--- config.mk ---
export PLATFORM = sky130hd
export DESIGN_NAME = bitmap_slot_pool_with_refcount
export DESIGN_NICKNAME = d
export VERILOG_FILES = /design/src/rtl/core/bsp_pkg.sv /design/src/rtl/core/bitmap_slot_pool_with_refcount.sv /design/src/rtl/core/bsp_slot_store.sv
export SDC_FILE = /design/constraint.sdc
export NUM_CORES = 2
export LEC_CHECK = 0
export BUFFER_PORTS_ARGS = -buffer_cell sky130_fd_sc_hd__buf_4
export CAP_MARGIN = 20
export CORE_MARGIN = 4
export CORE_UTILIZATION = 57
export CTS_CLUSTER_DIAMETER = 120
export DETAILED_ROUTE_END_ITERATION = 7
export PLACE_DENSITY = 0.75
export SETUP_SLACK_MARGIN = 0.02
export SLEW_MARGIN = 5
export SYNTH_ARGS = -nofsm -noshare
export SYNTH_HDL_FRONTEND = slang
export SYNTH_SLANG_ARGS = --single-unit
--- constraint.sdc ---
create_clock -name clk -period 6.8 [get_ports clk]
set_input_delay 0.34 -clock clk [delete_from_list [all_inputs] [get_ports clk]]
set_output_delay 0.34 -clock clk [all_outputs]
set_load 0.05 [all_outputs]
--- src/rtl/core/bsp_pkg.sv ---
// ----------------------------------------------------------------------------
// bsp_pkg
// Shared types and constants for the bitmap slot pool: request kinds,
// register indexes, field widths and parameter defaults.
// ----------------------------------------------------------------------------
package bsp_pkg;

	// Parameter defaults.
	localparam int SLOT_COUNT_DEF  = 64;
	localparam int USAGE_WIDTH_DEF = 16;
	localparam int GEN_WIDTH_DEF   = 32;
	localparam int SLOT_IDX_W_DEF  = 6;
	localparam int ENTRY_W_DEF     = GEN_WIDTH_DEF + USAGE_WIDTH_DEF;

	// Fixed field widths of the request and result ports.
	localparam int KIND_W      = 3;
	localparam int SLOT_W      = 6;
	localparam int COUNT_W     = 7;
	localparam int OUT_USAGE_W = 16;
	localparam int OUT_GEN_W   = 32;

	// Configuration port.
	localparam int APB_ADDR_W = 3;
	localparam int APB_DATA_W = 32;
	localparam int POOL_SIZE_W = 7;
	localparam logic [POOL_SIZE_W-1:0] POOL_SIZE_RST = 7'd64;

	// Register indexes, taken from address bit 2.
	localparam logic REG_POOL_SIZE    = 1'b0;
	localparam logic REG_POOL_ENABLED = 1'b1;

	// Request kinds.
	typedef enum logic [KIND_W-1:0] {
		KIND_ALLOC   = 3'd0,
		KIND_FREE    = 3'd1,
		KIND_ACQUIRE = 3'd2,
		KIND_RELEASE = 3'd3,
		KIND_FLUSH   = 3'd4,
		KIND_QUERY   = 3'd5
	} kind_t;

endpackage

--- src/rtl/core/bitmap_slot_pool_with_refcount.sv ---
// Result path: a request accepted at a clock edge is held in vld_s1, and its result,
// marked by done, is then registered in done_q.
// Request flow: no new request is accepted while busy is high; busy covers the cycle in which the
// entry memory read returns and the modified entry is written back.
// Reset clears the bitmap, stale marks, counters, generation and entry valid bits
// at once; no request is blocked after reset. Results cannot be stalled.
// ----------------------------------------------------------------------------
// bitmap_slot_pool_with_refcount
// Slot pool with an allocation bitmap, per-slot usage counters, stale marks
// and slot generations, plus a global generation raised by flush.
// ----------------------------------------------------------------------------
module bitmap_slot_pool_with_refcount #(
	parameter int SLOT_COUNT  = bsp_pkg::SLOT_COUNT_DEF,
	parameter int USAGE_WIDTH = bsp_pkg::USAGE_WIDTH_DEF,
	parameter int GEN_WIDTH   = bsp_pkg::GEN_WIDTH_DEF
) (
	input  logic                           clk,
	input  logic                           arst_n,
	// Request channel
	input  logic                           start,
	output logic                           busy,
	input  logic [bsp_pkg::KIND_W-1:0]     kind,
	input  logic [bsp_pkg::SLOT_W-1:0]     slot,
	// Result channel
	output logic                           done,
	output logic                           ok,
	output logic [bsp_pkg::SLOT_W-1:0]     slot_out,
	output logic                           is_taken,
	output logic [bsp_pkg::COUNT_W-1:0]    taken_count,
	output logic [bsp_pkg::OUT_USAGE_W-1:0] usage,
	output logic                           stale,
	output logic [bsp_pkg::OUT_GEN_W-1:0]  generation_out,
	output logic                           recycled,
	// Configuration port
	input  logic                           psel,
	input  logic                           penable,
	input  logic                           pwrite,
	input  logic [bsp_pkg::APB_ADDR_W-1:0] paddr,
	input  logic [bsp_pkg::APB_DATA_W-1:0] pwdata,
	output logic [bsp_pkg::APB_DATA_W-1:0] prdata,
	output logic                           pready
);

	import bsp_pkg::*;

	localparam int IDX_W = (SLOT_COUNT > 1) ? $clog2(SLOT_COUNT) : 1;
	localparam int ENT_W = GEN_WIDTH + USAGE_WIDTH;
	localparam logic [USAGE_WIDTH-1:0] USAGE_MAX = '1;
	localparam logic [COUNT_W-1:0] SLOT_LIMIT = COUNT_W'(SLOT_COUNT);

	// Configuration registers
	logic [POOL_SIZE_W-1:0] pool_size_q;
	logic                   pool_enabled_q;
	logic [COUNT_W-1:0]     act_size;

	// Pool state
	logic [SLOT_COUNT-1:0]  taken_q, taken_n;
	logic [SLOT_COUNT-1:0]  stale_q, stale_n;
	logic [GEN_WIDTH-1:0]   gen_q, gen_n;
	logic [COUNT_W-1:0]     count_q, count_n;

	// Request intake
	logic                   accept;
	logic [SLOT_W-1:0]      grant;
	logic                   found;
	logic [SLOT_W-1:0]      req_slot;
	logic                   vld_s1;
	logic [KIND_W-1:0]      kind_s1;
	logic [SLOT_W-1:0]      slot_s1;
	logic                   found_s1;

	// Entry memory access
	logic [ENT_W-1:0]       rd_data;
	logic [USAGE_WIDTH-1:0] usage_rd;
	logic [GEN_WIDTH-1:0]   gen_rd;
	logic                   wr_en;
	logic [GEN_WIDTH-1:0]   wr_gen;
	logic [USAGE_WIDTH-1:0] usage_n;

	// Second stage decode and result values
	logic [IDX_W-1:0]       idx_s1;
	logic                   in_rng_s1;
	logic                   valid_s1;
	logic                   ok_n;
	logic                   recycled_n;
	logic [OUT_GEN_W-1:0]   gen_out_n;

	// Result registers
	logic                   done_q;
	logic                   ok_q;
	logic [SLOT_W-1:0]      slot_out_q;
	logic                   is_taken_q;
	logic [OUT_USAGE_W-1:0] usage_q;
	logic                   stale_out_q;
	logic [OUT_GEN_W-1:0]   gen_out_q;
	logic                   recycled_q;

	// Register writes complete in the access cycle.
	always_ff @(posedge clk or negedge arst_n) begin
		if (!arst_n) begin
			pool_size_q    <= POOL_SIZE_RST;
			pool_enabled_q <= 1'b0;
		end else if (psel && penable && pwrite) begin
			unique case (paddr[2])
				REG_POOL_SIZE:    pool_size_q    <= pwdata[POOL_SIZE_W-1:0];
				REG_POOL_ENABLED: pool_enabled_q <= pwdata[0];
			endcase
		end
	end

	// Register read back.
	always_comb begin
		unique case (paddr[2])
			REG_POOL_SIZE:    prdata = APB_DATA_W'(pool_size_q);
			REG_POOL_ENABLED: prdata = APB_DATA_W'(pool_enabled_q);
		endcase
	end

	assign pready = 1'b1;

	// Number of active slots: zero while disabled, capped at the slot count.
	always_comb begin
		if (!pool_enabled_q) begin
			act_size = '0;
		end else if (pool_size_q > SLOT_LIMIT) begin
			act_size = SLOT_LIMIT;
		end else begin
			act_size = pool_size_q;
		end
	end

	// Lowest free active slot, found while the request is offered.
	always_comb begin
		grant = '0;
		found = 1'b0;
		for (int i = SLOT_COUNT - 1; i >= 0; i--) begin
			if (!taken_q[i] && (COUNT_W'(i) < act_size)) begin
				grant = SLOT_W'(i);
				found = 1'b1;
			end
		end
	end

	assign accept   = start && !vld_s1;
	assign busy     = vld_s1;
	assign req_slot = ((kind == KIND_ALLOC) && found) ? grant : slot;

	// First stage: hold the request while the entry read is in flight.
	always_ff @(posedge clk or negedge arst_n) begin
		if (!arst_n) begin
			vld_s1 <= 1'b0;
		end else begin
			vld_s1 <= accept;
		end
	end

	always_ff @(posedge clk) begin
		if (accept) begin
			kind_s1  <= kind;
			slot_s1  <= req_slot;
			found_s1 <= (kind == KIND_ALLOC) && found;
		end
	end

	// Entry memory: generation and usage counter of each slot.
	bsp_slot_store #(
		.DEPTH  (SLOT_COUNT),
		.IDX_W  (IDX_W),
		.DATA_W (ENT_W)
	) u_store (
		.clk     (clk),
		.arst_n  (arst_n),
		.rd_en   (accept),
		.rd_addr (req_slot[IDX_W-1:0]),
		.rd_data (rd_data),
		.wr_en   (wr_en),
		.wr_addr (idx_s1),
		.wr_data ({wr_gen, usage_n})
	);

	assign usage_rd  = rd_data[USAGE_WIDTH-1:0];
	assign gen_rd    = rd_data[ENT_W-1:USAGE_WIDTH];
	assign idx_s1    = slot_s1[IDX_W-1:0];
	assign in_rng_s1 = {1'b0, slot_s1} < SLOT_LIMIT;
	assign valid_s1  = {1'b0, slot_s1} < act_size;

	// Second stage: modify the entry and the pool state for the request.
	always_comb begin
		taken_n    = taken_q;
		stale_n    = stale_q;
		gen_n      = gen_q;
		count_n    = count_q;
		usage_n    = usage_rd;
		wr_gen     = gen_rd;
		wr_en      = 1'b0;
		ok_n       = 1'b0;
		recycled_n = 1'b0;
		gen_out_n  = OUT_GEN_W'(gen_q);
		if (vld_s1) begin
			unique case (kind_s1)
				KIND_ALLOC: begin
					if (found_s1) begin
						taken_n[idx_s1] = 1'b1;
						count_n         = count_q + COUNT_W'(1);
						ok_n            = 1'b1;
					end
				end
				KIND_FREE: begin
					if (valid_s1) begin
						if (taken_q[idx_s1]) begin
							count_n = count_q - COUNT_W'(1);
						end
						taken_n[idx_s1] = 1'b0;
						ok_n            = 1'b1;
					end
				end
				KIND_ACQUIRE: begin
					if (valid_s1) begin
						if (usage_rd != USAGE_MAX) begin
							usage_n = usage_rd + USAGE_WIDTH'(1);
						end
						wr_en = 1'b1;
						ok_n  = 1'b1;
					end
				end
				KIND_RELEASE: begin
					if (valid_s1) begin
						if (usage_rd != '0) begin
							usage_n = usage_rd - USAGE_WIDTH'(1);
						end
						// A stale slot whose last user leaves is recycled.
						if ((usage_rd == USAGE_WIDTH'(1)) && stale_q[idx_s1]) begin
							stale_n[idx_s1] = 1'b0;
							wr_gen          = gen_q;
							recycled_n      = 1'b1;
						end
						wr_en = 1'b1;
						ok_n  = 1'b1;
					end
				end
				KIND_FLUSH: begin
					if (pool_enabled_q) begin
						gen_n = gen_q + GEN_WIDTH'(1);
						for (int i = 0; i < SLOT_COUNT; i++) begin
							if (COUNT_W'(i) < act_size) begin
								stale_n[i] = 1'b1;
							end
						end
						gen_out_n = OUT_GEN_W'(gen_n);
						ok_n      = 1'b1;
					end else begin
						gen_out_n = '0;
					end
				end
				KIND_QUERY: begin
					ok_n = valid_s1;
				end
				default: begin
				end
			endcase
		end
	end

	// Pool state registers.
	always_ff @(posedge clk or negedge arst_n) begin
		if (!arst_n) begin
			taken_q <= '0;
			stale_q <= '0;
			gen_q   <= '0;
			count_q <= '0;
		end else begin
			taken_q <= taken_n;
			stale_q <= stale_n;
			gen_q   <= gen_n;
			count_q <= count_n;
		end
	end

	// Result strobe.
	always_ff @(posedge clk or negedge arst_n) begin
		if (!arst_n) begin
			done_q <= 1'b0;
		end else begin
			done_q <= vld_s1;
		end
	end

	// Result payload; slot fields read as zero beyond the slot count.
	always_ff @(posedge clk) begin
		if (vld_s1) begin
			ok_q        <= ok_n;
			slot_out_q  <= slot_s1;
			is_taken_q  <= in_rng_s1 && taken_n[idx_s1];
			usage_q     <= in_rng_s1 ? OUT_USAGE_W'(usage_n) : '0;
			stale_out_q <= in_rng_s1 && stale_n[idx_s1];
			gen_out_q   <= gen_out_n;
			recycled_q  <= recycled_n;
		end
	end

	assign done           = done_q;
	assign ok             = ok_q;
	assign slot_out       = slot_out_q;
	assign is_taken       = is_taken_q;
	assign taken_count    = count_q;
	assign usage          = usage_q;
	assign stale          = stale_out_q;
	assign generation_out = gen_out_q;
	assign recycled       = recycled_q;

`ifndef SYNTHESIS
	// The running count always matches the bitmap.
	a_count_matches: assert property (@(posedge clk) disable iff (!arst_n)
		count_q == COUNT_W'($countones(taken_q)))
		else $error("taken count differs from bitmap population");

	// A granted slot was free when it was granted.
	a_grant_free: assert property (@(posedge clk) disable iff (!arst_n)
		(vld_s1 && found_s1) |-> !taken_q[idx_s1])
		else $error("alloc granted a slot that was already taken");

	// A result follows every second-stage request and nothing else.
	a_done_follows: assert property (@(posedge clk) disable iff (!arst_n)
		done_q |-> $past(vld_s1))
		else $error("result strobe without a request in flight");

	// An enabled flush advances the global generation by one.
	a_flush_gen: assert property (@(posedge clk) disable iff (!arst_n)
		(vld_s1 && (kind_s1 == KIND_FLUSH) && pool_enabled_q)
		|=> (gen_q == GEN_WIDTH'($past(gen_q) + GEN_WIDTH'(1))))
		else $error("flush did not advance the generation");
`endif

endmodule

--- src/rtl/core/bsp_slot_store.sv ---
// ----------------------------------------------------------------------------
// bsp_slot_store
// Per-slot entry memory with one read and one write port and a registered
// read. A valid bit per entry makes unwritten entries read as zero.
// ----------------------------------------------------------------------------
module bsp_slot_store #(
	parameter int DEPTH  = bsp_pkg::SLOT_COUNT_DEF,
	parameter int IDX_W  = bsp_pkg::SLOT_IDX_W_DEF,
	parameter int DATA_W = bsp_pkg::ENTRY_W_DEF
) (
	input  logic              clk,
	input  logic              arst_n,
	input  logic              rd_en,
	input  logic [IDX_W-1:0]  rd_addr,
	output logic [DATA_W-1:0] rd_data,
	input  logic              wr_en,
	input  logic [IDX_W-1:0]  wr_addr,
	input  logic [DATA_W-1:0] wr_data
);

	logic [DATA_W-1:0] mem_q [DEPTH];
	logic [DEPTH-1:0]  ent_vld_q;
	logic [DATA_W-1:0] rd_q;
	logic              rd_vld_q;

	// Storage array and registered read data.
	always_ff @(posedge clk) begin
		if (wr_en) begin
			mem_q[wr_addr] <= wr_data;
		end
		if (rd_en) begin
			rd_q <= mem_q[rd_addr];
		end
	end

	// Entry valid bits stand in for the all-zero reset of the array.
	always_ff @(posedge clk or negedge arst_n) begin
		if (!arst_n) begin
			ent_vld_q <= '0;
			rd_vld_q  <= 1'b0;
		end else begin
			if (wr_en) begin
				ent_vld_q[wr_addr] <= 1'b1;
			end
			if (rd_en) begin
				rd_vld_q <= ent_vld_q[rd_addr];
			end
		end
	end

	// An entry that was never written reads as zero.
	assign rd_data = rd_vld_q ? rd_q : '0;

endmodule
==> flow_metrics.env <==
export IMPL_outcome="complete, no violations"
export IMPL_synth_area_um2=60900
export IMPL_clock_path_buffers=3
export IMPL_cts_htree_levels=4
export IMPL_arrival_ns=6.38
export IMPL_synth_yosys_seq_area_share_pct=64.5
export IMPL_required_ns=7.26
export IMPL_grt_pass1_wl_um=262000
export IMPL_worst_slack_ns=0.880
export IMPL_cts_sinks=1350
export IMPL_cts_root_buffer="clkbuf_16"
export IMPL_pre_cts_ws_ns=1.11
export IMPL_power_density_nw_per_um2=304
export IMPL_rsz0062_at_grt="false"
export IMPL_mostFrequentLayoutCells="edfxtp_1 (1,108), mux2i_1 (538), nand2_1 (519), buf_4 (313), dfrtp_1 (239)"
export IMPL_fin_total_pwr_mw=21.0
export IMPL_hold_violations=0
export IMPL_ys_seq_elements=1350
export IMPL_hp_class="in -> async"
export IMPL_dieArea_um2=112000
export IMPL_drt_iter0_markers=5429
export IMPL_num_vias=41400
export IMPL_place_hpwl_um=116000
export IMPL_fin_util_pct=65.4
export IMPL_synthArstFlopShare_pct=17.9
export IMPL_rows=119
export IMPL_max_freq_ghz=0.169
export IMPL_io_pins=150
export IMPL_crit_path_max_fanout=54
export IMPL_wl_per_cell_um=28.5
export IMPL_fp_dieW_um=335
export IMPL_gr_usage_all_layers_pct=31.7
export IMPL_grt_ovfl_total=0
export IMPL_grt_pass1_vias=39400
export IMPL_clk_pin_slew_ns=0.06
export IMPL_grt_max_degree=167
export IMPL_peakVddDrop_v=0.000242
export IMPL_syn_inst=4577
export IMPL_cap_violations=0
export IMPL_start_util_pct=57.6
export IMPL_portBuffers=96
export IMPL_worst_skew_pair_late_latency_ns=0.77
export IMPL_via_per_inst=6.58
export IMPL_synth_edf_count=1108
export IMPL_nets=4860
export IMPL_die_y_um=335
export IMPL_worst_pin_slew_ns=1.23
export IMPL_slowest_delay_ns=0.85
export IMPL_cts_buffers=140
export IMPL_drc_errors=0
export IMPL_area_growth_syn_to_layout_pct=13.4
export IMPL_end_kind="register"
export IMPL_leakage_nw=26.2
export IMPL_maxSlewViolCount=0
export IMPL_wl_um=180000
export IMPL_synth_cell_types=115
export IMPL_avgSynthCellArea_um2=13.3
export IMPL_core_area_um2=106000
export IMPL_final_common_cell="edfxtp_1"
export IMPL_relSlewSlack_pct=17.4
export IMPL_gp_congestion=1.02
export IMPL_setup_tns_ns=0
export IMPL_cp_cell_sequence="and3b_1, inv_2, o32ai_1, buf_4, a221oi_1, or3b_1, nor2_2, a31o_4, a211o_2, nand2_8, inv_8, buf_12, buf_12, mux2i_1, mux2i_1, mux2_2, a22oi_1, nand4_1"
export IMPL_final_min_clock_period_ns=5.92
export IMPL_yosysWarnings=0
export IMPL_drive_gt1_share_pct=17.7
export IMPL_cts_tree="yes"
export IMPL_crit_slowest_cell="dfstp_2"
export IMPL_fin_worst_skew_ns=0.0367
export IMPL_dr_pass1_iters=6
export IMPL_post_cts_repair_setup_buffers=0
export IMPL_setup_viol=0
export IMPL_final_antenna_net_count=0
export IMPL_synth_ff_type="edfxtp_1"
export IMPL_min_period_over_period_pct=87.1
export IMPL_start_kind="register"
export IMPL_antenna_found_initial=6
export IMPL_critical_path_class="reg -> reg"
## routing by layer
| layer | vias up | GRT usage, % | share of wire [%] |
|---|---|---|---|
| met5 | - | 0 | 0.032 |
| met4 | 8 | 15.4 | 5.5 |
| met3 | 572 | 8.20 | 11 |
| met2 | 2642 | 47.8 | 45 |
| met1 | 20400 | 43.2 | 38 |
| li1 | 17800 | - | - |
## worst paths after layout
| check | from | end | slack [ns] | cells after the start |
|---|---|---|---|---|
| worst min register to register | u_store.ent_vld_q[3]$_DFFE_PN0P_ | u_store.ent_vld_q[3]$_DFFE_PN0P_ | 0.46 | 2 |
| worst max-delay path | pool_size_q[6]$_DFFE_PN1P_ | u_store.rd_q[5]$_DFFE_PP_ | 0.88 | 18 |
| worst min-delay path | arst_n | pool_size_q[1]$_DFFE_PN0P_ | 0.18 | 2 |
| worst max register to register | pool_size_q[6]$_DFFE_PN1P_ | u_store.rd_q[5]$_DFFE_PP_ | 0.88 | 18 |
| max in group asynchronous | arst_n | u_store.ent_vld_q[59]$_DFFE_PN0P_ | 5.20 | 3 |
| min in group clk | start | busy$_DFF_PN0_ | 0.20 | 3 |
## state kept, by name, indices dropped and copies added, names as in the netlist, 3 cells and up
register,cells
gen_q,32
generation_out,32
idx_s1,6
kind_s1,3
pool_size_q,7
slot_out,6
stale_q,64
taken_count,7
taken_q,64
u_store.ent_vld_q,64
u_store.mem_q,1024
u_store.rd_q,16
usage,16
## logic make-up (layout without fill, tap and decap cells)
kind of cell               Yosys count  count (layout)  share of synthesized area (%)
muxes                              691             691                           11.8
and+or+nand+nor                   1260            1260                           9.99
DFF                               1350            1350                           64.5
adders and majority gates           15              15                          0.320
buffers and inverters              342             647                           2.85
AOI/OAI and AO/OA                  871             871                           9.81
other                                2              29                         0.0123
xor gates and xnor gates            46              46                          0.661
## layout make-up
cell class	instances	area, um^2
fillers	7578	36600
repair buffers	357	3080
clock buffers	180	3800
diodes	3	7.51
well taps	1391	1740
multi-input cells	2909	20200
clock inverters	73	827
flip-flops and latches	1350	39300
inverters	37	154
## through the flow
| step | area (um^2) | hold WS, ns | cells |
|---|---|---|---|
| after floorplan | 61000 | 0.0444 | 4601 |
| after global placement | 64300 | 0.439 | 6028 |
| after detailed placement | 64300 | 0.445 | 6030 |
| after CTS | 69100 | 0.150 | 6296 |
| after global routing | 69100 | 0.188 | 6297 |
| final | 69100 | 0.181 | 6300 |
## timing repair
| action | in CTS | in global routing |
|---|---|---|
| endpoints found under the hold margin | 116 | 0 |
| gates resized for setup | 0 | 0 |
| hold buffers | 13 | 0 |
## critical path, delay by kind of cell, from the launching register on
kind            cells  cell delay (ns)
compound gates      5             1.36
buf+inv             5             1.32
simple gates        5             1.30
flops               1             0.85
mux                 3             0.70
## cell usage after synthesis (23+ instances only)
| cell | count | area share, % |
|---|---|---|
| or2_2 | 68 | 0.70 |
| nor3_1 | 54 | 0.44 |
| edfxtp_1 | 1108 | 55 |
| o21ai_0 | 217 | 1.8 |
| a221oi_1 | 26 | 0.37 |
| buf_2 | 80 | 0.66 |
| mux2_2 | 144 | 2.7 |
| o22ai_1 | 30 | 0.31 |
| nand4_1 | 33 | 0.34 |
| buf_4 | 65 | 0.80 |
| a22oi_1 | 81 | 1.0 |
| and3_1 | 154 | 1.6 |
| o21ai_1 | 23 | 0.19 |
| xnor2_1 | 27 | 0.39 |
| inv_1 | 28 | 0.17 |
| nor2_1 | 221 | 1.4 |
| dfrtp_1 | 241 | 9.9 |
| nand2b_1 | 26 | 0.27 |
| o32ai_1 | 78 | 1.1 |
| a21oi_1 | 167 | 1.4 |
| clkbuf_1 | 127 | 0.78 |
| nand3_1 | 56 | 0.46 |
| nand2_1 | 519 | 3.2 |
| mux2i_1 | 538 | 8.8 |
## power breakdown
part / internal (mW) / switching [mW] / total (mW)
combinational: 1.17 / 2.47 / 3.63
clock: 4.50 / 3.17 / 7.67
sequential: 9.48 / 0.240 / 9.72
(Power assumes the default switching activity.)
